$ cat src/rtl/nis_pkg.sv
// Shared constants, types and helpers for the nd_index_stepper block.
// No dependencies; imported by nis_cfg, nis_front, nis_div_cell and the top level.
package nis_pkg;

    localparam int NUM_DIMS         = 4;
    localparam int IDX_W            = 16;
    localparam int STEP_W           = 32;
    localparam int VAL_W            = 64;
    localparam int RANK_W           = 3;
    localparam int DEFAULT_MAX_RANK = 4;
    localparam int CFG_ADDR_W       = 5;
    localparam int APB_DATA_W       = 32;
    localparam int NUM_CELLS        = NUM_DIMS * VAL_W;
    localparam int PP_SPLIT         = 24;

    typedef logic [NUM_DIMS-1:0][IDX_W-1:0] t_idx_vec;

    typedef enum logic [2:0] {
        REG_RANK  = 3'd0,
        REG_SIZE0 = 3'd1,
        REG_SIZE1 = 3'd2,
        REG_SIZE2 = 3'd3,
        REG_SIZE3 = 3'd4
    } t_reg_idx;

    // Effective configuration: rank clamped, zero sizes read as one.
    typedef struct packed {
        logic [RANK_W-1:0] rank;
        t_idx_vec          size;
    } t_cfg;

    typedef struct packed {
        t_idx_vec idx;
        t_idx_vec digit;
        logic     zero;
        logic     ovf;
        logic     unf;
    } t_side;

    typedef struct packed {
        logic             valid;
        logic [IDX_W-1:0] rem;
        logic [VAL_W-1:0] dq;
        t_side            side;
    } t_cell;

    function automatic logic dim_used(input int j, input logic [RANK_W-1:0] rank);
        return (j + int'(rank)) >= NUM_DIMS;
    endfunction

endpackage

$ cat src/rtl/nis_div_cell.sv
// One restoring-division cell: develops one quotient bit and passes the result on.
// Depends on nis_pkg; chained in the nd_index_stepper top level.
module nis_div_cell (
    input  logic                      i_clk,
    input  logic                      i_rst_n,
    input  logic                      i_en,
    input  nis_pkg::t_cell            i_cell,
    input  logic [nis_pkg::IDX_W-1:0] i_divisor,
    output nis_pkg::t_cell            o_cell
);
    import nis_pkg::*;

    logic             r_valid;
    logic [IDX_W-1:0] r_rem;
    logic [VAL_W-1:0] r_dq;
    t_side            r_side;

    logic [IDX_W:0]   w_trial;
    logic [IDX_W:0]   w_diff;
    logic             w_ge;

    assign w_trial = {i_cell.rem, i_cell.dq[VAL_W-1]};
    assign w_ge    = w_trial >= {1'b0, i_divisor};
    assign w_diff  = w_trial - {1'b0, i_divisor};

    always_ff @(posedge i_clk) begin
        if (!i_rst_n) begin
            r_valid <= 1'b0;
        end else if (i_en) begin
            r_valid <= i_cell.valid;
        end
    end

    always_ff @(posedge i_clk) begin
        if (i_en) begin
            r_rem  <= w_ge ? w_diff[IDX_W-1:0] : w_trial[IDX_W-1:0];
            r_dq   <= {i_cell.dq[VAL_W-2:0], w_ge};
            r_side <= i_cell.side;
        end
    end

    always_comb begin
        o_cell.valid = r_valid;
        o_cell.rem   = r_rem;
        o_cell.dq    = r_dq;
        o_cell.side  = r_side;
    end

endmodule

$ cat config.mk
export PLATFORM = sky130hd
export DESIGN_NAME = nis_div_cell
export DESIGN_NICKNAME = d
export VERILOG_FILES = /design/src/rtl/nis_pkg.sv /design/src/rtl/nis_div_cell.sv
export SDC_FILE = /design/constraint.sdc
export NUM_CORES = 1
export LEC_CHECK = 0
export ABC_CLOCK_PERIOD_IN_PS = 7900
export BUFFER_PORTS_ARGS = -buffer_cell sky130_fd_sc_hd__buf_2
export CORE_AREA = 2 2 173 175
export CTS_BUF_LIST = sky130_fd_sc_hd__clkbuf_2 sky130_fd_sc_hd__clkbuf_4 sky130_fd_sc_hd__clkbuf_8
export DETAILED_ROUTE_END_ITERATION = 12
export DIE_AREA = 0 0 175 177
export GPL_TIMING_DRIVEN = 1
export HOLD_SLACK_MARGIN = 0.05
export SYNTH_ARGS = -nofsm -noshare
export SYNTH_HDL_FRONTEND = slang
export SYNTH_SLANG_ARGS = --single-unit
$ cat constraint.sdc
create_clock -name i_clk -period 7.9 [get_ports i_clk]
set_input_delay 1.185 -clock i_clk [delete_from_list [all_inputs] [get_ports i_clk]]
set_output_delay 1.185 -clock i_clk [all_outputs]
set_load 0.005 [all_outputs]
==> results of run 1 <==
==> where the power goes <==
part	switching, uW	leakage (uW)	internal (uW)	total, uW
logic	157	0.00234	151	308
clock network	443	0.000362	493	936
registers	22.8	0.00207	1350	1370
total	623	0.00478	1990	2620
==> layer usage <==
metal | global-route usage [%] | up-vias | wire length [um]
li1 | - | 2424 | -
met3 | 5.219 | 33 | 2151
met5 | 0 | - | 18
met1 | 16.45 | 2512 | 8977
met4 | 4.167 | 2 | 461
met2 | 22.94 | 251 | 11410
==> path summary, 6_finish.rpt <==
kind	cells after the start	endpoint	slack [ps]
setup / recovery	9	r_rem[7]	4030
hold / removal	2	r_valid	520
setup reg to reg	2	r_valid	7310
hold reg to reg	2	r_valid	520
==> sequential cells by signal, summed over array words and instances, names as in the netlist <==
signal / flops
r_valid: 1
r_rem: 16
o_cell: 131
r_dq: 64
==> area by class of cell <==
class,instances,share of cell area [%]
diodes,3,0.06832
clock buffers,47,5.375
clock inverters,16,0.7743
inverters,23,0.7857
multi-input cells,131,10.29
flip-flops and latches,212,57.85
well taps,390,4.441
repair buffers,445,20.42
==> cell usage after synthesis, types with 2 or more instances <==
cell,n,share of area (%)
nor2b_1,5,0.41
nor2_1,7,0.35
edfxtp_1,211,83
buf_2,2,0.13
o31ai_1,3,0.30
nor3_1,5,0.33
xor2_1,4,0.46
o211ai_1,2,0.20
mux2_2,8,1.2
a211o_1,2,0.23
ha_1,16,2.6
o21ai_0,10,0.66
a211oi_2,2,0.33
o21a_1,6,0.59
xnor2_1,4,0.46
clkbuf_1,2,0.099
nand2_1,6,0.30
a211oi_1,3,0.30
o31a_1,2,0.23
and3_1,2,0.16
inv_1,23,1.1
a21oi_1,8,0.53
a21o_1,2,0.20
mux2i_1,5,0.66
nand4_1,2,0.16
mux2_4,6,1.2
==> cell families after synthesis <==
group	count (synthesis)	synth area share, %
fa+ha+maj	17	2.894
buf+inv	29	1.611
xor+xnor	8	0.9207
simple gates	35	2.516
flops	212	83.53
mux	19	3.025
compound gates	52	5.508
==> through the flow <==
stage / area [um^2] / power, uW / setup WS [ps] / hold WS, ps
after floorplan: 7610 / 1498 / 4173 / 483.9
after global placement: 10300 / 1701 / 3529 / 494.0
after detailed placement: 10300 / 1706 / 3512 / 508.0
after CTS: 10980 / 2664 / 4054 / 520.5
after global routing: 10980 / 2739 / 3918 / 560.9
final: 10990 / 2615 / 4029 / 523.1
==> worst max-delay path, delay by kind of cell <==
| family | cells | cell delay, ps |
|---|---|---|
| AOI/OAI and AO/OA | 5 | 1770 |
| muxes | 1 | 350 |
| buffers and inverters | 2 | 450 |
| adders and majority gates | 1 | 380 |
==> results.md, run 1 <==
- Status: completed
- PD cells: 238.0 nW/um^2
- Crit path top cell by count: a211oi_2
- Syn avg cell area: 20.46 um^2
- Unrepaired setup endpoints after global routing: no
- Most frequent cells in the layout: 441 x buf_2, 211 x edfxtp_1, 39 x clkbuf_8, 23 x inv_1, 16 x ha_1
- Seq/Total Area, Yosys: 83.53%
- Via Count: 5222
- Max-Cap Viols: 0
- Post-synthesis cell count: 372
- Post-CTS setup buffers: 0
- CP Capture Type: flip-flop
- CTS tree: yes
- Hold path start: r_valid
- Primary FF master, synth: edfxtp_1
- Worst setup SP type: primary input
- Row cnt: 63
- Worst slew pin tran: 1078 ps
- DR vias/cell: 4.122
- Critical Path Source: i_cell[200]
- Post-synth EDFFs: 211
- CTS Buf Count: 37
- # clock sinks: 212
- Final hold vios: 0
- Area of the core: 29240 um^2
- Layout cells sized above 1: 60.30%
- Async SR Flop Fraction: 0%
- Max Slew Vio Count: 0
- CP peak stage delay: 810 ps
- Commonest non-fill, non-tap cell in the layout: buf_2
- Number of global-route vias before repair: 5171
- TNS Setup: 0 ps
- Synthesized cell area: 7610 um^2
- Seq cells post-synth: 212
- Post-Route Utilization: 37.57%
- Net count after synthesis: 620
- IO Pins: 443
- First-pass GRT wire length: 31710 um
- Filler cell count: 2848
- Grt total ovfl: 0
- Initial Util: 26.02%
- GRT Total Usage: 13.72%
- Resized Gates After CTS: 0
- TritonRoute pass-1 iters: 4
- Placed cell count: 1201
- R2r startpoint: r_valid
- Period utilization: 49.00%
- Starting DRT DRC Count: 292
- Arrival time at the worst endpoint: 4130 ps
- Seq. cell area: 6356 um^2
- Ys Warns: 0
- Layout Cells excl Fill: 1267
- Setup CP Type: primary input to flip-flop
- Clock root buffer: clkbuf_8
- Crit path max fanout: 9
- Port bufs: 442
- Critical Path Slowest Stage Cell: a2111oi_4
- Placer's final routability congestion estimate: 0.8389
- Layout area overhead: 44.39%
- DRC viols: 0
- Final wirelength: 23020 um
- Final min period: 3871 ps
- Later-pin clock latency in the skew report: 500 ps
- Clock Path Buffers: 3
- Routed Antenna Nets: 0
- Static leakage: 0.004778 uW
- Wire length per cell: 18.17 um
- Die height: 177 um
- Largest net degree at the start of global routing: 83
- Nets: 1098
- Rel. slew slack: 28.11%
- Die Span X: 175 um
- H-Tree Level Count: 2
- Achievable Freq: 0.2583 GHz
- Initial antenna violation count: 2
- CP required: 8160 ps
- Peak supply drop: 0.08083 mV
- Yosys cell types: 50
- Cts hold-fix bufs: 0
- Die area: 30980 um^2
- Hold WC Path Type: flip-flop to flip-flop
- CP Cell Sequence: buf_2 -> ha_1 -> a211oi_2 -> o211ai_2 -> a221oi_4 -> a211oi_2 -> a2111oi_4 -> buf_4 -> mux2_2
- Reg clk slew, reported paths: 60 ps
- HPWL Detailed: 17680 um
- Skew final: 0 ps
- Setup violators final: 0
- Multi-input gate area: 1131 um^2
(Power assumes the default switching activity.)
==> run 2: changes to the inputs <==
Settings changed: ABC_CLOCK_PERIOD_IN_PS 7900 to 3800.
Clock period 7.9 ns to 3.8 ns, I/O delays scaled along.
==> run 2 against run 1 <==
First-iteration DRC count increased by 0.68%. Flip-flop and latch count stayed put. Wire length up 1.5%. Clock power grew 130%. Final cell count increased by 0.47%. Clock skew unchanged. Global-route usage rose by 0.25 points. Count of clock-buffer cells in the layout decreased by 1. Worst setup slack lost 3000 ps. Sequential power is 110% higher. Register-to-register slack lost 4100 ps. Critical path type unchanged. Largest cell class unchanged.
==> results.md, run 2 (same netlist as run 1, synthesis figures left out) <==
- Rel. slew slack: 48.84%
- Final Total Pwr: 5647 uW
- Placer's final routability congestion estimate: 0.8230
- Skew final: 0 ps
- # clock sinks: 212
- Seq. cell area: 6356 um^2
- Sequential power share: 50.5%
- Clock Path Buffers: 3
- CTS Buf Count: 37
- Arrival time at the worst endpoint: 2990 ps
- CP required: 4060 ps
- Final wirelength: 23360 um
- Later-pin clock latency in the skew report: 500 ps
- Filler cell count: 2875
- R2R Setup Slk: 3180 ps
- Post-DP Area: 10350 um^2
- Routed Antenna Nets: 0
- CTS tree: yes
- Post-CTS setup buffers: 0
- Reg clk slew, reported paths: 60 ps
- CP Capture Type: flip-flop
- Max-Cap Viols: 0
- Status: completed
- Die height: 177 um
- Unrepaired setup endpoints after global routing: no
- Clock share of power: 38.1%
- Layout cells sized above 1: 59.89%
- R2r startpoint: r_valid
- Worst R2R End: r_valid
- TritonRoute pass-1 iters: 4
- H-Tree Level Count: 2
- TNS Setup: 0 ps
- Period utilization: 71.75%
- Clock root buffer: clkbuf_8
- Setup CP Type: primary input to flip-flop
- Crit path max fanout: 9
- DR vias/cell: 4.128
- Static leakage: 0.004829 uW
- Port bufs: 442
- NetSw: 1310 uW
- Hold WC Path Type: primary input to flip-flop
- Hold Path End: r_dq[23]
- Cell area after layout: 11100 um^2
- Number of global-route vias before repair: 5179
- Nets: 1102
- GRT Total Usage: 13.97%
- Largest net degree at the start of global routing: 94
- Commonest non-fill, non-tap cell in the layout: buf_2
- IO Pins: 443
- Hold Path Depth: 1
- Max Slew Vio Count: 0
- Starting DRT DRC Count: 294
- Multi-input gate area: 1131 um^2
- R2r worst-path depth: 2
- Final min period: 2727 ps
- CP peak stage delay: 390 ps
- Int Power: 4338 uW
- Crit path top cell by count: a211oi_2
- DRC viols: 0
- First-pass GRT wire length: 32070 um
- Most frequent cells in the layout: 441 x buf_2, 211 x edfxtp_1, 39 x clkbuf_8, 23 x inv_1, 16 x ha_1
- Layout area overhead: 45.91%
- Initial Util: 26.02%
- HPWL Detailed: 17860 um
- Initial antenna violation count: 1
- Grt total ovfl: 0
- Area of the core: 29240 um^2
- Final hold vios: 0
- Die Span X: 175 um
- Cts hold-fix bufs: 0
- Row cnt: 63
- Die area: 30980 um^2
- Gate power share: 11.4%
- Wire length per cell: 18.35 um
- Setup violators final: 0
- PD cells: 508.6 nW/um^2
- Via Count: 5255
- Max FFs per register: 131
- Crit path buffers/inverters: 2
- Achievable Freq: 0.3668 GHz
- Resized Gates After CTS: 0
- Peak supply drop: 0.1501 mV
- Worst slew pin tran: 767.4 ps
- Hold path start: i_cell[153]
- Worst setup SP type: primary input
- Sw Share: 23.19%
- Cell family with most CP delay: compound AO/OA/AOI/OAI gates
- Critical Path Slowest Stage Cell: ha_1
- CP Cell Sequence: buf_2 -> ha_1 -> a211oi_2 -> o211ai_2 -> a221oi_4 -> a211oi_2 -> a2111oi_4 -> buf_4 -> mux2_2
==> run 2: cell count changes in the layout (fill, tap and decap cells not counted) <==
| cell | change |
|---|---|
| bufinv_16 | +3 |
| buf_4 | +3 |
| clkinv_1 | +6 |
| clkinv_2 | -5 |
| buf_12 | +1 |
| clkbuf_4 | -1 |
| clkinvlp_4 | -1 |
==> run 2: worst max-delay path by stage <==
stage | from | to | slack [ps] | cells after the start
2_1_floorplan | i_divisor[6] | r_rem[10] | 690 | 9
3_3_place_gp | i_cell[200] | r_rem[6] | 580 | 9
3_5_place_dp | i_cell[200] | r_rem[7] | 550 | 9
4_1_cts | i_cell[200] | r_rem[3] | 1110 | 9
5_1_grt | i_cell[200] | r_rem[5] | 990 | 9
6_report | i_cell[200] | r_rem[6] | 1070 | 9
==> run 2: area by class of cell <==
class / count / share of cell area (%)
clock buffer: 46 / 5.251
antenna: 3 / 0.06761
sequential: 212 / 57.25
clock inverter: 19 / 1.487
tap: 390 / 4.395
timing repair buffer: 449 / 20.59
multi-input combinational: 131 / 10.19
inverter: 23 / 0.7776
==> run 2: layer usage <==
metal / vias to the layer above / GRT usage [%] / share of wire (%)
met1: 2542 / 16.44 / 39
met2: 246 / 24.06 / 51
met3: 35 / 4.940 / 8.7
met5: - / 0 / 0
met4: 0 / 4.097 / 1.8
li1: 2432 / - / -
==> run 2: power groups by stage <==
stage / Clock, uW / Combinational, uW / Sequential [uW]
6_report: 2150 / 645 / 2850
2_1_floorplan: 0 / 186 / 2930
5_1_grt: 2330 / 701 / 2870
4_1_cts: 2260 / 658 / 2850
3_3_place_gp: 0 / 648 / 2890
3_5_place_dp: 0 / 656 / 2900
==> run 2: stage by stage <==
stage	worst slack [ps]	hold slack [ps]	util [%]	cells
CTS	1107	170.7	37.94	1270
floorplan	687.6	483.9	-	372
global route	989.3	175.3	37.94	1270
detailed placement	545.8	534.6	35.38	1205
finish	1073	220.8	37.97	1273
global placement	584.3	495.4	35.38	1205
