## config.mk

```make
export PLATFORM = sky130hd
export DESIGN_NAME = nis_cfg
export DESIGN_NICKNAME = d
export VERILOG_FILES = /design/src/rtl/nis_pkg.sv /design/src/rtl/nis_cfg.sv
export SDC_FILE = /design/constraint.sdc
export NUM_CORES = 1
export LEC_CHECK = 0
export BUFFER_PORTS_ARGS = -buffer_cell sky130_fd_sc_hd__buf_2
export CORE_UTILIZATION = 49
export CTS_CLUSTER_SIZE = 40
export DETAILED_ROUTE_END_ITERATION = 7
export GPL_TIMING_DRIVEN = 0
export PLACE_DENSITY = 0.91
export SYNTH_ARGS = -nofsm -noshare
export SYNTH_HDL_FRONTEND = slang
export SYNTH_SLANG_ARGS = --single-unit
```

## constraint.sdc

```tcl
create_clock -name i_clk -period 1.8 [get_ports i_clk]
set_clock_uncertainty 0.1 [all_clocks]
set_input_delay 0.09 -clock i_clk [delete_from_list [all_inputs] [get_ports i_clk]]
set_output_delay 0.09 -clock i_clk [all_outputs]
set_load 0.03 [all_outputs]
```

## src/rtl/nis_pkg.sv

```systemverilog
// Shared constants, types and helpers for the nd_index_stepper block.
// No dependencies; imported by nis_cfg, nis_front, nis_div_cell and the top level.
package nis_pkg;

    localparam int NUM_DIMS         = 4;
    localparam int IDX_W            = 16;
    localparam int STEP_W           = 32;
    localparam int VAL_W            = 64;
    localparam int RANK_W           = 3;
    localparam int DEFAULT_MAX_RANK = 4;
    localparam int CFG_ADDR_W       = 5;
    localparam int APB_DATA_W       = 32;
    localparam int NUM_CELLS        = NUM_DIMS * VAL_W;
    localparam int PP_SPLIT         = 24;

    typedef logic [NUM_DIMS-1:0][IDX_W-1:0] t_idx_vec;

    typedef enum logic [2:0] {
        REG_RANK  = 3'd0,
        REG_SIZE0 = 3'd1,
        REG_SIZE1 = 3'd2,
        REG_SIZE2 = 3'd3,
        REG_SIZE3 = 3'd4
    } t_reg_idx;

    // Effective configuration: rank clamped, zero sizes read as one.
    typedef struct packed {
        logic [RANK_W-1:0] rank;
        t_idx_vec          size;
    } t_cfg;

    typedef struct packed {
        t_idx_vec idx;
        t_idx_vec digit;
        logic     zero;
        logic     ovf;
        logic     unf;
    } t_side;

    typedef struct packed {
        logic             valid;
        logic [IDX_W-1:0] rem;
        logic [VAL_W-1:0] dq;
        t_side            side;
    } t_cell;

    function automatic logic dim_used(input int j, input logic [RANK_W-1:0] rank);
        return (j + int'(rank)) >= NUM_DIMS;
    endfunction

endpackage

```

## src/rtl/nis_cfg.sv

```systemverilog
// APB register file for nd_index_stepper: rank and the four dimension sizes.
// Depends on nis_pkg.
module nis_cfg #(
    parameter int MAX_RANK = 4
) (
    input  logic                           i_clk,
    input  logic                           i_rst_n,
    input  logic                           psel,
    input  logic                           penable,
    input  logic                           pwrite,
    input  logic [nis_pkg::CFG_ADDR_W-1:0] paddr,
    input  logic [nis_pkg::APB_DATA_W-1:0] pwdata,
    output logic [nis_pkg::APB_DATA_W-1:0] prdata,
    output logic                           pready,
    output nis_pkg::t_cfg                  o_cfg
);
    import nis_pkg::*;

    localparam int RANK_LIM = (MAX_RANK < NUM_DIMS) ? MAX_RANK : NUM_DIMS;

    logic [RANK_W-1:0] r_rank;
    t_idx_vec          r_size;
    t_reg_idx          w_idx;
    logic              w_wr;

    assign pready = 1'b1;
    assign w_idx  = t_reg_idx'(paddr[CFG_ADDR_W-1:2]);
    assign w_wr   = psel && penable && pwrite;

    always_ff @(posedge i_clk) begin
        if (!i_rst_n) begin
            r_rank <= RANK_W'(4);
            r_size <= {NUM_DIMS{IDX_W'(1)}};
        end else if (w_wr) begin
            unique case (w_idx)
                REG_RANK:  r_rank    <= pwdata[RANK_W-1:0];
                REG_SIZE0: r_size[0] <= pwdata[IDX_W-1:0];
                REG_SIZE1: r_size[1] <= pwdata[IDX_W-1:0];
                REG_SIZE2: r_size[2] <= pwdata[IDX_W-1:0];
                REG_SIZE3: r_size[3] <= pwdata[IDX_W-1:0];
                default: ;
            endcase
        end
    end

    always_comb begin
        unique case (w_idx)
            REG_RANK:  prdata = APB_DATA_W'(r_rank);
            REG_SIZE0: prdata = APB_DATA_W'(r_size[0]);
            REG_SIZE1: prdata = APB_DATA_W'(r_size[1]);
            REG_SIZE2: prdata = APB_DATA_W'(r_size[2]);
            REG_SIZE3: prdata = APB_DATA_W'(r_size[3]);
            default:   prdata = '0;
        endcase
    end

    always_comb begin
        o_cfg.rank = (int'(r_rank) > RANK_LIM) ? RANK_W'(RANK_LIM) : r_rank;
        for (int j = 0; j < NUM_DIMS; j++) begin
            o_cfg.size[j] = (r_size[j] == '0) ? IDX_W'(1) : r_size[j];
        end
    end

endmodule

```

==> run_summary.xml, run 1 <==
<?xml version="1.0" encoding="UTF-8"?>
<metrics>
  <group name="setup_path">
    <metric name="critPathRequiredTime" unit="ns">1.61</metric>
    <metric name="regToRegEndpoint" unit="">r_rank[2]$_SDFFE_PN1P_</metric>
    <metric name="crit_path_launch_type" unit="">register</metric>
    <metric name="reg2reg_from" unit="">r_rank[2]$_SDFFE_PN1P_</metric>
    <metric name="end_kind" unit="">output pin</metric>
    <metric name="critical_path_class" unit="">reg -&gt; out</metric>
    <metric name="reg2reg_depth" unit="">2</metric>
    <metric name="crit_path_start" unit="">r_size[36]$_SDFFE_PN0P_</metric>
    <metric name="worst_ep_arrival_time" unit="ns">1.62</metric>
    <metric name="critPathCapture" unit="">o_cfg[32]</metric>
    <metric name="worst-path-max-fanout" unit="">4</metric>
    <metric name="regToRegSetupSlack" unit="ns">0.85</metric>
  </group>
  <group name="drt">
    <metric name="met2_wirelength" unit="µm">5058</metric>
    <metric name="dr_wl_met3" unit="µm">1266</metric>
    <metric name="drt-wirelength-per-cell" unit="µm">16.92</metric>
    <metric name="dr_total_vias" unit="">3602</metric>
    <metric name="vias_per_cell" unit="">5.417</metric>
    <metric name="drtPass1Iterations" unit="">7</metric>
    <metric name="drtAntennaViolNets" unit="">0</metric>
    <metric name="detailedRoute.firstIterationViolations" unit="">310</metric>
    <metric name="wirelength_met1" unit="µm">4434</metric>
    <metric name="dr.max_layer_used" unit="">met4</metric>
    <metric name="wirelength" unit="µm">11250</metric>
    <metric name="detail_route.drc_violations" unit="">0</metric>
  </group>
  <group name="clock_tree">
    <metric name="worst_skew_pair.late_latency" unit="ns">0.34</metric>
    <metric name="cts-root-buf" unit="">sky130_fd_sc_hd__clkbuf_8</metric>
    <metric name="cts_tree" unit="">yes</metric>
    <metric name="post-cts-setup-buffers" unit="">0</metric>
    <metric name="cts-htree-levels" unit="">3</metric>
    <metric name="clockBufferDepth" unit="">2</metric>
    <metric name="cts.clk_slew.worst_paths" unit="ns">0.07</metric>
    <metric name="numCtsBuffers" unit="">9</metric>
    <metric name="tritoncts_num_sinks" unit="">67</metric>
  </group>
  <group name="synthesis">
    <metric name="number_of_flops_mapped_to_enable_cells_by_yosys" unit="">0</metric>
    <metric name="sequential_element_share_of_the_synthesized_area" unit="">0.3757</metric>
    <metric name="synth_top_flop_cell" unit="">sky130_fd_sc_hd__dfxtp_1</metric>
    <metric name="synth.lib_cells_used.distinct" unit="">29</metric>
    <metric name="synth.cell_area" unit="mm²">0.003570</metric>
    <metric name="synth_async_sr_flop_share" unit="">0</metric>
    <metric name="synthesis.instances" unit="">424</metric>
    <metric name="ys_warn_count" unit="">0</metric>
    <metric name="yosys_register_bits" unit="">67</metric>
    <metric name="synthesis.area_per_instance" unit="µm²">8.419</metric>
  </group>
  <group name="die">
    <metric name="initial_core_util" unit="">0.5168</metric>
    <metric name="chipWidth" unit="µm">87.35</metric>
    <metric name="fp.dieH" unit="µm">87.35</metric>
    <metric name="io_pins" unit="">142</metric>
    <metric name="core.rowCount" unit="">30</metric>
    <metric name="placeableCoreArea" unit="mm²">0.006907</metric>
    <metric name="die_area" unit="mm²">0.007630</metric>
  </group>
  <group name="placement">
    <metric name="number_of_placed_instances_taps_included" unit="">638</metric>
    <metric name="buffer_ports.inserted" unit="">103</metric>
    <metric name="detailed_place.area" unit="mm²">0.004262</metric>
    <metric name="gp_routability_congestion" unit="">0.9862</metric>
    <metric name="hpwl" unit="µm">7938</metric>
  </group>
  <group name="power">
    <metric name="maximum_ir_drop_on_the_vdd_rail" unit="mV">0.5329</metric>
    <metric name="power.density" unit="mW/mm²">659.1</metric>
    <metric name="total_leakage_power" unit="µW">0.001967</metric>
  </group>
  <group name="cells_and_area">
    <metric name="layout.cells.non_filler" unit="">665</metric>
    <metric name="nets" unit="">607</metric>
    <metric name="final.fill_count" unit="">611</metric>
    <metric name="area.growth.synth_to_final" unit="%">28.78</metric>
    <metric name="layout-drive-gt1-share" unit="">0.3040</metric>
    <metric name="layout.cell_area.non_filler" unit="mm²">0.004597</metric>
    <metric name="diodes" unit="">0</metric>
  </group>
  <group name="status">
    <metric name="run_status" unit="">finished with violations</metric>
    <metric name="violations_in_the_final_reports" unit="">negative setup slack</metric>
  </group>
  <group name="flow_run">
    <metric name="max-cap-violations" unit="">0</metric>
  </group>
  <group name="timing">
    <metric name="max_slew.worst_pin.slew" unit="ns">0.6579</metric>
    <metric name="final_critical_path_setup_slack" unit="ns">-0.01271</metric>
    <metric name="final_period_minus_worst_setup_slack" unit="ns">1.813</metric>
    <metric name="report.final.slew_viol_count" unit="">0</metric>
    <metric name="max_fclk" unit="MHz">551.7</metric>
    <metric name="period_share" unit="">1.007</metric>
    <metric name="finalSetupViolations" unit="">1</metric>
    <metric name="worst_slew_margin_rel" unit="">0.5614</metric>
    <metric name="grt_setup_unrepaired" unit="">no</metric>
    <metric name="number_of_hold_violations_in_the_final_report" unit="">0</metric>
  </group>
  <group name="global_routing">
    <metric name="grt_start_max_net_pins" unit="">11</metric>
    <metric name="grtUsageTotal" unit="">0.2996</metric>
    <metric name="grt_pass1_vias" unit="">3373</metric>
    <metric name="grt-ovfl-total" unit="">0</metric>
    <metric name="global_route_wire_length_before_repair" unit="µm">16820</metric>
    <metric name="initial_antenna_violation_count" unit="">0</metric>
  </group>
  <group name="min_path">
    <metric name="hold_path_depth" unit="">3</metric>
    <metric name="min-delay-path-class" unit="">in -&gt; reg</metric>
  </group>
</metrics>
[cell usage in the layout, fill, tap and decap left out, types with 3 or more instances in the layout]
cell                            instances
sky130_fd_sc_hd__a41o_1                 4
sky130_fd_sc_hd__clkbuf_1              72
sky130_fd_sc_hd__nor4_2                 5
sky130_fd_sc_hd__nor2_1                 5
sky130_fd_sc_hd__dlygate4sd3_1         12
sky130_fd_sc_hd__mux2_2                13
sky130_fd_sc_hd__nor4_1                 7
sky130_fd_sc_hd__nor3_1                 6
sky130_fd_sc_hd__mux2i_1               72
sky130_fd_sc_hd__dfxtp_1               67
sky130_fd_sc_hd__conb_1                17
sky130_fd_sc_hd__buf_4                 19
sky130_fd_sc_hd__clkbuf_8              12
sky130_fd_sc_hd__nor2b_1                3
sky130_fd_sc_hd__buf_2                111
sky130_fd_sc_hd__o21ai_0               15
sky130_fd_sc_hd__a22oi_1               13
sky130_fd_sc_hd__nand2_1               91
[kinds of logic after synthesis]
family	synth area share
mux	0.2429
compound gates	0.07396
simple gates	0.1700
flops	0.3757
buf+inv	0.1353
other cells	0.002104
[area by class of cell]
type                    count  area [µm²]  area share
clock buffers              13       168.9     0.03674
well taps                  96       120.1     0.02613
flip-flops and latches     67        1341      0.2918
multi-input cells         269        1836      0.3993
plain buffers             102       481.7      0.1048
clock inverters             2       10.01    0.002177
repair buffers            115       635.6      0.1383
inverters                   1       3.754   0.0008165
[repair_timing]
item                                    4_1_cts  5_1_grt
endpoints found under the hold margin        36        0
gates resized for setup                       5        4
hold buffers                                 12        0
endpoints found under the setup margin        4        4
[report_power, final]
group | switching [µW] | internal, µW | total [µW] | leakage (µW)
clock | 551 | 601 | 1150 | 0.0000953
combinational | 243 | 127 | 370 | 0.00133
sequential | 14.3 | 1490 | 1510 | 0.000540
[critical path, cell delays in order (launching register included)]
cell	delay (ns)
sky130_fd_sc_hd__dfxtp_1	0.36
sky130_fd_sc_hd__nor4_1	0.43
sky130_fd_sc_hd__a41o_1	0.27
sky130_fd_sc_hd__buf_2	0.21
[layer usage]
metal  vias up  global-route usage
li1       1642                   -
met4         0              0.1729
met2       272              0.4759
met1      1633              0.3697
met5         -                   0
met3        55             0.07204
[synthesized netlist by cell type, types with 2 or more instances]
master	number	share of area
sky130_fd_sc_hd__buf_4	19	0.040
sky130_fd_sc_hd__o21ai_0	15	0.021
sky130_fd_sc_hd__mux2i_1	72	0.20
sky130_fd_sc_hd__a211o_1	2	0.0049
sky130_fd_sc_hd__nor4_1	12	0.021
sky130_fd_sc_hd__o21ai_1	2	0.0028
sky130_fd_sc_hd__nor2_4	2	0.0063
sky130_fd_sc_hd__nand3b_1	2	0.0042
sky130_fd_sc_hd__conb_1	2	0.0021
sky130_fd_sc_hd__nor3_1	6	0.0084
sky130_fd_sc_hd__buf_6	2	0.0063
sky130_fd_sc_hd__nor2_1	5	0.0053
sky130_fd_sc_hd__mux2_2	13	0.041
sky130_fd_sc_hd__buf_2	8	0.011
sky130_fd_sc_hd__a22oi_1	13	0.027
sky130_fd_sc_hd__a41o_1	4	0.011
sky130_fd_sc_hd__clkbuf_1	73	0.077
sky130_fd_sc_hd__o21a_1	2	0.0042
sky130_fd_sc_hd__nand2_1	91	0.096
sky130_fd_sc_hd__nor2b_1	4	0.0070
sky130_fd_sc_hd__dfxtp_1	67	0.38
[worst min-delay path by stage]
stage	start	to	slack, ns
floorplan	pwdata[2]	r_rank[2]$_SDFFE_PN1P_	0.11
global placement	pwdata[2]	r_rank[2]$_SDFFE_PN1P_	0.22
detailed placement	pwdata[2]	r_rank[2]$_SDFFE_PN1P_	0.23
CTS	pwdata[12]	r_size[44]$_SDFFE_PN0P_	0.01
global route	pwdata[12]	r_size[44]$_SDFFE_PN0P_	0.03
finish	pwdata[14]	r_size[46]$_SDFFE_PN0P_	0.02
[per-stage QoR]
step | power (µW) | util | setup WS [ns] | TNS (ns) | hold slack (ns)
CTS | 3012 | 0.6641 | 0.02072 | 0 | 0.01264
global route | 3115 | 0.6656 | 0.008218 | 0 | 0.03126
finish | 3030 | 0.6656 | -0.01271 | -0.01271 | 0.02078
global placement | 1870 | 0.6170 | 0.06617 | 0 | 0.2229
detailed placement | 1876 | 0.6170 | 0.03602 | 0 | 0.2267
floorplan | 1778 | - | 0.09719 | 0 | 0.1078
[flip-flops by register name, indices dropped and copies added (netlist names)]
register	flops
r_size	64
r_rank	3
Note: power is estimated with default switching activity, not from simulation.
==> run 2: changes to the inputs <==
--- a/config.mk
+++ b/config.mk
@@ -10,7 +10,7 @@
 export CTS_CLUSTER_SIZE = 40
 export DETAILED_ROUTE_END_ITERATION = 7
 export GPL_TIMING_DRIVEN = 0
-export PLACE_DENSITY = 0.91
+export PLACE_DENSITY_LB_ADDON = 0.1
 export SYNTH_ARGS = -nofsm -noshare
 export SYNTH_HDL_FRONTEND = slang
 export SYNTH_SLANG_ARGS = --single-unit
==> run 2 against run 1 <==
The run now ends clean. Setup slack better by 0.062 ns. Largest cell class unchanged. Critical path depth stayed put. Final area grew 0.19%. Hold slack lost 0.017 ns. First-iteration DRC count is 38% lower. Non-clock buffer count rose by 1. Via count is 6.1% lower. Clock power shrank 5%. Core utilization grew 0.13 points. Global-route usage fell by 1.7 points. Wire length decreased by 5.4%.
==> run_summary.xml, run 2 (synthesized netlist as in run 1, its figures left out) <==
<?xml version="1.0" encoding="UTF-8"?>
<metrics>
  <group name="drt">
    <metric name="wirelength" unit="µm">10640</metric>
    <metric name="drtAntennaViolNets" unit="">0</metric>
    <metric name="dr_total_vias" unit="">3382</metric>
    <metric name="detailedRoute.firstIterationViolations" unit="">191</metric>
    <metric name="drt-wirelength-per-cell" unit="µm">15.95</metric>
    <metric name="vias_per_cell" unit="">5.070</metric>
    <metric name="drtPass1Iterations" unit="">5</metric>
    <metric name="detail_route.drc_violations" unit="">0</metric>
  </group>
  <group name="clock_tree">
    <metric name="tritoncts_num_sinks" unit="">67</metric>
    <metric name="cts-root-buf" unit="">sky130_fd_sc_hd__clkbuf_8</metric>
    <metric name="post-cts-setup-buffers" unit="">0</metric>
    <metric name="worst_skew_pair.late_latency" unit="ns">0.35</metric>
    <metric name="cts_tree" unit="">yes</metric>
    <metric name="cts-htree-levels" unit="">3</metric>
    <metric name="clockBufferDepth" unit="">2</metric>
    <metric name="numCtsBuffers" unit="">9</metric>
    <metric name="cts.clk_slew.worst_paths" unit="ns">0.08</metric>
  </group>
  <group name="cells_and_area">
    <metric name="biggestRegsByFlops" unit="">r_size (64), r_rank (3)</metric>
    <metric name="nets" unit="">608</metric>
    <metric name="mostFrequentLayoutCell" unit="">sky130_fd_sc_hd__buf_2</metric>
    <metric name="final.fill_count" unit="">603</metric>
    <metric name="layout.cell_area.non_filler" unit="mm²">0.004606</metric>
    <metric name="largest_reg_flops" unit="">64</metric>
    <metric name="top_library_cells_by_usage_in_the_layout_fill_and_taps_aside" unit="">111 x sky130_fd_sc_hd__buf_2, 91 x sky130_fd_sc_hd__nand2_1, 72 x sky130_fd_sc_hd__clkbuf_1, 72 x sky130_fd_sc_hd__mux2i_1, 67 x sky130_fd_sc_hd__dfxtp_1</metric>
    <metric name="diodes" unit="">0</metric>
    <metric name="layout-drive-gt1-share" unit="">0.3047</metric>
    <metric name="area.growth.synth_to_final" unit="%">29.02</metric>
    <metric name="registers.top_by_ff_count" unit="">r_size</metric>
  </group>
  <group name="status">
    <metric name="run_status" unit="">completed</metric>
  </group>
  <group name="die">
    <metric name="chipWidth" unit="µm">87.35</metric>
    <metric name="placeableCoreArea" unit="mm²">0.006907</metric>
    <metric name="io_pins" unit="">142</metric>
    <metric name="core.rowCount" unit="">30</metric>
    <metric name="initial_core_util" unit="">0.5168</metric>
    <metric name="die_area" unit="mm²">0.007630</metric>
    <metric name="fp.dieH" unit="µm">87.35</metric>
  </group>
  <group name="placement">
    <metric name="hpwl" unit="µm">7707</metric>
    <metric name="buffer_ports.inserted" unit="">103</metric>
    <metric name="detailed_place.area" unit="mm²">0.004262</metric>
    <metric name="gp_routability_congestion" unit="">0.8312</metric>
  </group>
  <group name="min_path">
    <metric name="timing.hold.worst_endpoint" unit="">r_size[12]$_SDFFE_PN0P_</metric>
    <metric name="hold_path_depth" unit="">3</metric>
    <metric name="min-delay-path-class" unit="">in -&gt; reg</metric>
    <metric name="hold_path.startpoint" unit="">pwdata[12]</metric>
  </group>
  <group name="setup_path">
    <metric name="crit_path_launch_type" unit="">register</metric>
    <metric name="worst_ep_arrival_time" unit="ns">1.56</metric>
    <metric name="worstPathCellList" unit="">nor4_4, a41o_1, buf_2</metric>
    <metric name="reg2reg_from" unit="">r_rank[2]$_SDFFE_PN1P_</metric>
    <metric name="critical_path_class" unit="">reg -&gt; out</metric>
    <metric name="end_kind" unit="">output pin</metric>
    <metric name="worst-path-max-fanout" unit="">4</metric>
    <metric name="reg2reg_depth" unit="">2</metric>
    <metric name="regToRegEndpoint" unit="">r_rank[2]$_SDFFE_PN1P_</metric>
    <metric name="cpPeakStageDelay" unit="ns">0.39</metric>
    <metric name="critPathRequiredTime" unit="ns">1.61</metric>
    <metric name="slowest_stage" unit="">sky130_fd_sc_hd__dfxtp_1</metric>
    <metric name="regToRegSetupSlack" unit="ns">0.84</metric>
  </group>
  <group name="power">
    <metric name="total_leakage_power" unit="µW">0.001973</metric>
    <metric name="total_power" unit="µW">2961</metric>
    <metric name="maximum_ir_drop_on_the_vdd_rail" unit="mV">0.4505</metric>
    <metric name="power.density" unit="mW/mm²">642.9</metric>
  </group>
  <group name="timing">
    <metric name="grt_setup_unrepaired" unit="">no</metric>
    <metric name="final_period_minus_worst_setup_slack" unit="ns">1.751</metric>
    <metric name="max_fclk" unit="MHz">571.1</metric>
    <metric name="finalSetupViolations" unit="">0</metric>
    <metric name="report.final.slew_viol_count" unit="">0</metric>
    <metric name="worst_slew_margin_rel" unit="">0.5551</metric>
    <metric name="period_share" unit="">0.9729</metric>
    <metric name="max_slew.worst_pin.slew" unit="ns">0.6674</metric>
    <metric name="number_of_hold_violations_in_the_final_report" unit="">0</metric>
  </group>
  <group name="global_routing">
    <metric name="grt_start_max_net_pins" unit="">12</metric>
    <metric name="grt-ovfl-total" unit="">0</metric>
    <metric name="initial_antenna_violation_count" unit="">0</metric>
    <metric name="grtUsageTotal" unit="">0.2830</metric>
    <metric name="grt_pass1_vias" unit="">2999</metric>
    <metric name="global_route_wire_length_before_repair" unit="µm">15800</metric>
  </group>
  <group name="flow_run">
    <metric name="max-cap-violations" unit="">0</metric>
  </group>
</metrics>
[run 2: cell types whose count changed in the layout (fill, tap and decap cells not counted)]
| cell | before | now |
|---|---|---|
| sky130_fd_sc_hd__clkbuf_8 | 12 | 9 |
| sky130_fd_sc_hd__clkinv_2 | 2 | 5 |
| sky130_fd_sc_hd__nor4_2 | 5 | 3 |
| sky130_fd_sc_hd__nor4_4 | 0 | 2 |
| sky130_fd_sc_hd__clkinvlp_4 | 0 | 1 |
| sky130_fd_sc_hd__dlygate4sd3_1 | 12 | 13 |
[run 2: worst max-delay path by stage]
| stage | start | endpoint | slack (ns) | cells past startpoint |
|---|---|---|---|---|
| after floorplan | paddr[3] | prdata[10] | 0.1 | 5 |
| after global placement | paddr[4] | prdata[15] | -0.0008 | 6 |
| after detailed placement | paddr[4] | prdata[11] | -0.03 | 6 |
| after CTS | r_size[31]$_SDFFE_PN0P_ | o_cfg[16] | 0.03 | 3 |
| after global routing | r_size[51]$_SDFFE_PN0P_ | o_cfg[48] | 0.0004 | 3 |
| final | r_size[31]$_SDFFE_PN0P_ | o_cfg[16] | 0.05 | 3 |
[run 2: layout make-up]
| class | count | area [µm²] | area share |
|---|---|---|---|
| Clock buffer | 10 | 127.6 | 0.02771 |
| Inverter | 1 | 3.754 | 0.0008150 |
| Buffer | 102 | 481.7 | 0.1046 |
| Multi-Input combinational cell | 269 | 1853 | 0.4023 |
| Sequential cell | 67 | 1341 | 0.2912 |
| Timing Repair Buffer | 116 | 645.6 | 0.1402 |
| Tap cell | 96 | 120.1 | 0.02608 |
| Clock inverter | 6 | 32.53 | 0.007063 |
[run 2: stage by stage]
stage / hold slack (ns) / setup TNS, ns / util / cells / setup WS (ns)
after global routing: 0.01905 / 0 / 0.6668 / 667 / 0.0004016
final: 0.003605 / 0 / 0.6668 / 667 / 0.04886
after global placement: 0.2170 / -0.0008024 / 0.6170 / 638 / -0.0008024
after floorplan: 0.1078 / 0 / - / 439 / 0.09719
after CTS: 0.006236 / 0 / 0.6629 / 667 / 0.03289
after detailed placement: 0.2223 / -0.03442 / 0.6170 / 638 / -0.03442
[run 2: metal layers]
| layer | track usage | vias up | part of all wire |
|---|---|---|---|
| li1 | - | 1654 | - |
| met1 | 0.3781 | 1566 | 0.46 |
| met2 | 0.4403 | 142 | 0.46 |
| met3 | 0.05498 | 20 | 0.064 |
| met4 | 0.1297 | 0 | 0.019 |
| met5 | 0 | - | 0 |
[run 2: repair_timing]
action,CTS,global route
setup endpoints to repair,9,5
endpoints found under the hold margin,52,0
hold buffers,13,0
resized for setup,5,6
pin swaps,0,0
[run 2: power breakdown]
group | internal [µW] | total, µW | switching [µW]
registers | 1490 | 1510 | 14.5
clock network | 487 | 1090 | 600
logic | 129 | 366 | 237
total | 2110 | 2960 | 852
[run 2: critical path, delay by kind of cell, from the launching register on]
family	cells	cell delay (ns)
compound gates	1	0.24
buf+inv	1	0.20
flops	1	0.39
simple gates	1	0.37
==> run 3: changes to the inputs <==
--- a/config.mk
+++ b/config.mk
@@ -7,6 +7,7 @@
 export LEC_CHECK = 0
 export BUFFER_PORTS_ARGS = -buffer_cell sky130_fd_sc_hd__buf_2
 export CORE_UTILIZATION = 49
+export CTS_BUF_LIST = sky130_fd_sc_hd__clkbuf_4 sky130_fd_sc_hd__clkbuf_8 sky130_fd_sc_hd__clkbuf_16
 export CTS_CLUSTER_SIZE = 40
 export DETAILED_ROUTE_END_ITERATION = 7
 export GPL_TIMING_DRIVEN = 0
==> run 3 against run 2 <==
Combinational power barely moved. Global-route usage rose by 0.10 points. Maximum frequency fell by 0.69%. Core utilization rose by 0.054 points. Non-clock buffer count did not move. Total power rose by 0.67%. Wire length rose by 0.72%. Sequential cell count did not move. Critical path depth did not move. Register-to-register slack barely moved.
==> run_summary.xml, run 3 (synthesized netlist as in run 1, its figures left out) <==
<?xml version="1.0" encoding="UTF-8"?>
<metrics>
  <group name="timing">
    <metric name="fin_tns_setup" unit="ns">0</metric>
    <metric name="final_period_minus_worst_setup_slack" unit="ns">1.763</metric>
    <metric name="max_slew.worst_pin.slew" unit="ns">0.6570</metric>
    <metric name="worst_slew_margin_rel" unit="">0.5620</metric>
    <metric name="finalSetupViolations" unit="">0</metric>
    <metric name="period_share" unit="">0.9797</metric>
    <metric name="grt_setup_unrepaired" unit="">no</metric>
    <metric name="max_fclk" unit="MHz">567.1</metric>
    <metric name="number_of_hold_violations_in_the_final_report" unit="">0</metric>
    <metric name="report.final.slew_viol_count" unit="">0</metric>
  </group>
  <group name="cells_and_area">
    <metric name="largest_reg_flops" unit="">64</metric>
    <metric name="top_library_cells_by_usage_in_the_layout_fill_and_taps_aside" unit="">111 x sky130_fd_sc_hd__buf_2, 91 x sky130_fd_sc_hd__nand2_1, 72 x sky130_fd_sc_hd__mux2i_1</metric>
    <metric name="layout.cell_area.non_filler" unit="mm²">0.004609</metric>
    <metric name="area.growth.synth_to_final" unit="%">29.13</metric>
    <metric name="layout-drive-gt1-share" unit="">0.3065</metric>
    <metric name="nets" unit="">608</metric>
    <metric name="mostFrequentLayoutCell" unit="">sky130_fd_sc_hd__buf_2</metric>
    <metric name="final.fill_count" unit="">603</metric>
    <metric name="registers.top_by_ff_count" unit="">r_size</metric>
    <metric name="diodes" unit="">0</metric>
    <metric name="biggestRegsByFlops" unit="">r_size (64), r_rank (3)</metric>
  </group>
  <group name="power">
    <metric name="maximum_ir_drop_on_the_vdd_rail" unit="mV">0.4557</metric>
    <metric name="total_leakage_power" unit="µW">0.001976</metric>
    <metric name="total_power" unit="µW">2981</metric>
    <metric name="power.density" unit="mW/mm²">646.6</metric>
  </group>
  <group name="die">
    <metric name="initial_core_util" unit="">0.5168</metric>
    <metric name="fp.dieH" unit="µm">87.35</metric>
    <metric name="core.rowCount" unit="">30</metric>
    <metric name="placeableCoreArea" unit="mm²">0.006907</metric>
    <metric name="chipWidth" unit="µm">87.35</metric>
    <metric name="io_pins" unit="">142</metric>
    <metric name="die_area" unit="mm²">0.007630</metric>
  </group>
  <group name="clock_tree">
    <metric name="worst_skew_pair.late_latency" unit="ns">0.36</metric>
    <metric name="post-cts-setup-buffers" unit="">0</metric>
    <metric name="numCtsBuffers" unit="">9</metric>
    <metric name="cts.clk_slew.worst_paths" unit="ns">0.08</metric>
    <metric name="clockBufferDepth" unit="">2</metric>
    <metric name="cts-root-buf" unit="">sky130_fd_sc_hd__clkbuf_8</metric>
    <metric name="cts_tree" unit="">yes</metric>
    <metric name="tritoncts_num_sinks" unit="">67</metric>
    <metric name="cts-htree-levels" unit="">3</metric>
  </group>
  <group name="global_routing">
    <metric name="groute.layer.met2.usage" unit="">0.4439</metric>
    <metric name="routing_usage_on_met3" unit="">0.05498</metric>
    <metric name="initial_antenna_violation_count" unit="">0</metric>
    <metric name="grt_pass1_vias" unit="">2999</metric>
    <metric name="global_route_wire_length_before_repair" unit="µm">15850</metric>
    <metric name="global_route.usage.met1" unit="">0.3781</metric>
    <metric name="grtUsageTotal" unit="">0.2840</metric>
    <metric name="gr-max-usage-layer" unit="">met2</metric>
    <metric name="grt-ovfl-total" unit="">0</metric>
    <metric name="grt_start_max_net_pins" unit="">12</metric>
  </group>
  <group name="setup_path">
    <metric name="critPathRequiredTime" unit="ns">1.61</metric>
    <metric name="worst_ep_arrival_time" unit="ns">1.57</metric>
    <metric name="crit_path_launch_type" unit="">register</metric>
    <metric name="end_kind" unit="">output pin</metric>
    <metric name="worst-path-max-fanout" unit="">4</metric>
    <metric name="reg2reg_depth" unit="">2</metric>
    <metric name="critical_path_class" unit="">reg -&gt; out</metric>
    <metric name="regToRegSetupSlack" unit="ns">0.84</metric>
  </group>
  <group name="drt">
    <metric name="drt-wirelength-per-cell" unit="µm">16.07</metric>
    <metric name="drtAntennaViolNets" unit="">0</metric>
    <metric name="drtPass1Iterations" unit="">5</metric>
    <metric name="detail_route.drc_violations" unit="">0</metric>
    <metric name="vias_per_cell" unit="">5.081</metric>
    <metric name="dr_total_vias" unit="">3389</metric>
    <metric name="detailedRoute.firstIterationViolations" unit="">178</metric>
    <metric name="wirelength" unit="µm">10720</metric>
  </group>
  <group name="status">
    <metric name="run_status" unit="">completed</metric>
  </group>
  <group name="placement">
    <metric name="detailed_place.area" unit="mm²">0.004262</metric>
    <metric name="hpwl" unit="µm">7707</metric>
    <metric name="gp_routability_congestion" unit="">0.8312</metric>
    <metric name="buffer_ports.inserted" unit="">103</metric>
  </group>
  <group name="min_path">
    <metric name="hold_path_depth" unit="">3</metric>
    <metric name="min-delay-path-class" unit="">in -&gt; reg</metric>
  </group>
  <group name="flow_run">
    <metric name="max-cap-violations" unit="">0</metric>
  </group>
</metrics>
run 3: cell counts in the layout (fill, tap and decap cells not counted):
No cell type changed its count.
run 3: metrics by stage:
step / hold WS (ns) / setup slack, ns / util / cells
after detailed placement: 0.2223 / -0.03442 / 0.6170 / 638
final: 0.006990 / 0.03662 / 0.6674 / 667
after CTS: 0.006236 / 0.03289 / 0.6634 / 667
after global routing: 0.01905 / 0.0004016 / 0.6674 / 667
after floorplan: 0.1078 / 0.09719 / - / 439
after global placement: 0.2170 / -0.0008024 / 0.6170 / 638
run 3: what timing repair did:
action | in CTS | in global routing
hold buffers | 13 | 0
setup endpoints to repair | 8 | 5
hold endpoints to repair | 52 | 0
cloned | 0 | 0
gates resized for setup | 5 | 6
run 3: power breakdown:
part           internal (µW)  leakage, µW  total [µW]  switching, µW
Clock                    502    0.0000890        1110            605
Combinational            129      0.00135         366            237
Sequential              1490     0.000540        1510           14.6
run 3: cell type report:
cell class / instances / area, µm² / area share
tap: 96 / 120.1 / 0.02606
timing repair buffer: 116 / 645.6 / 0.1401
sequential: 67 / 1341 / 0.2910
multi-input combinational: 269 / 1853 / 0.4020
buffer: 102 / 481.7 / 0.1045
clock buffer: 10 / 131.4 / 0.02850
clock inverter: 6 / 32.53 / 0.007058
inverter: 1 / 3.754 / 0.0008143
run 3: path summary, 6_finish.rpt:
check                           from                       to
min                       pwdata[15]  r_size[31]$_SDFFE_PN0P_
max reg2reg   r_rank[2]$_SDFFE_PN1P_   r_rank[2]$_SDFFE_PN1P_
min reg2reg   r_rank[0]$_SDFFE_PN0P_   r_rank[0]$_SDFFE_PN0P_
max          r_size[31]$_SDFFE_PN0P_                o_cfg[16]
run 3: layer usage:
metal | vias up | share of wire
met5 | - | 0
met2 | 167 | 0.46
met4 | 0 | 0.022
met1 | 1544 | 0.45
met3 | 24 | 0.073
li1 | 1654 | -
run 3: critical path, cell delays in order (launching register included):
cell and delay [ns]:
sky130_fd_sc_hd__dfxtp_1 0.40, sky130_fd_sc_hd__nor4_4 0.37, sky130_fd_sc_hd__a41o_1 0.24, sky130_fd_sc_hd__buf_2 0.20
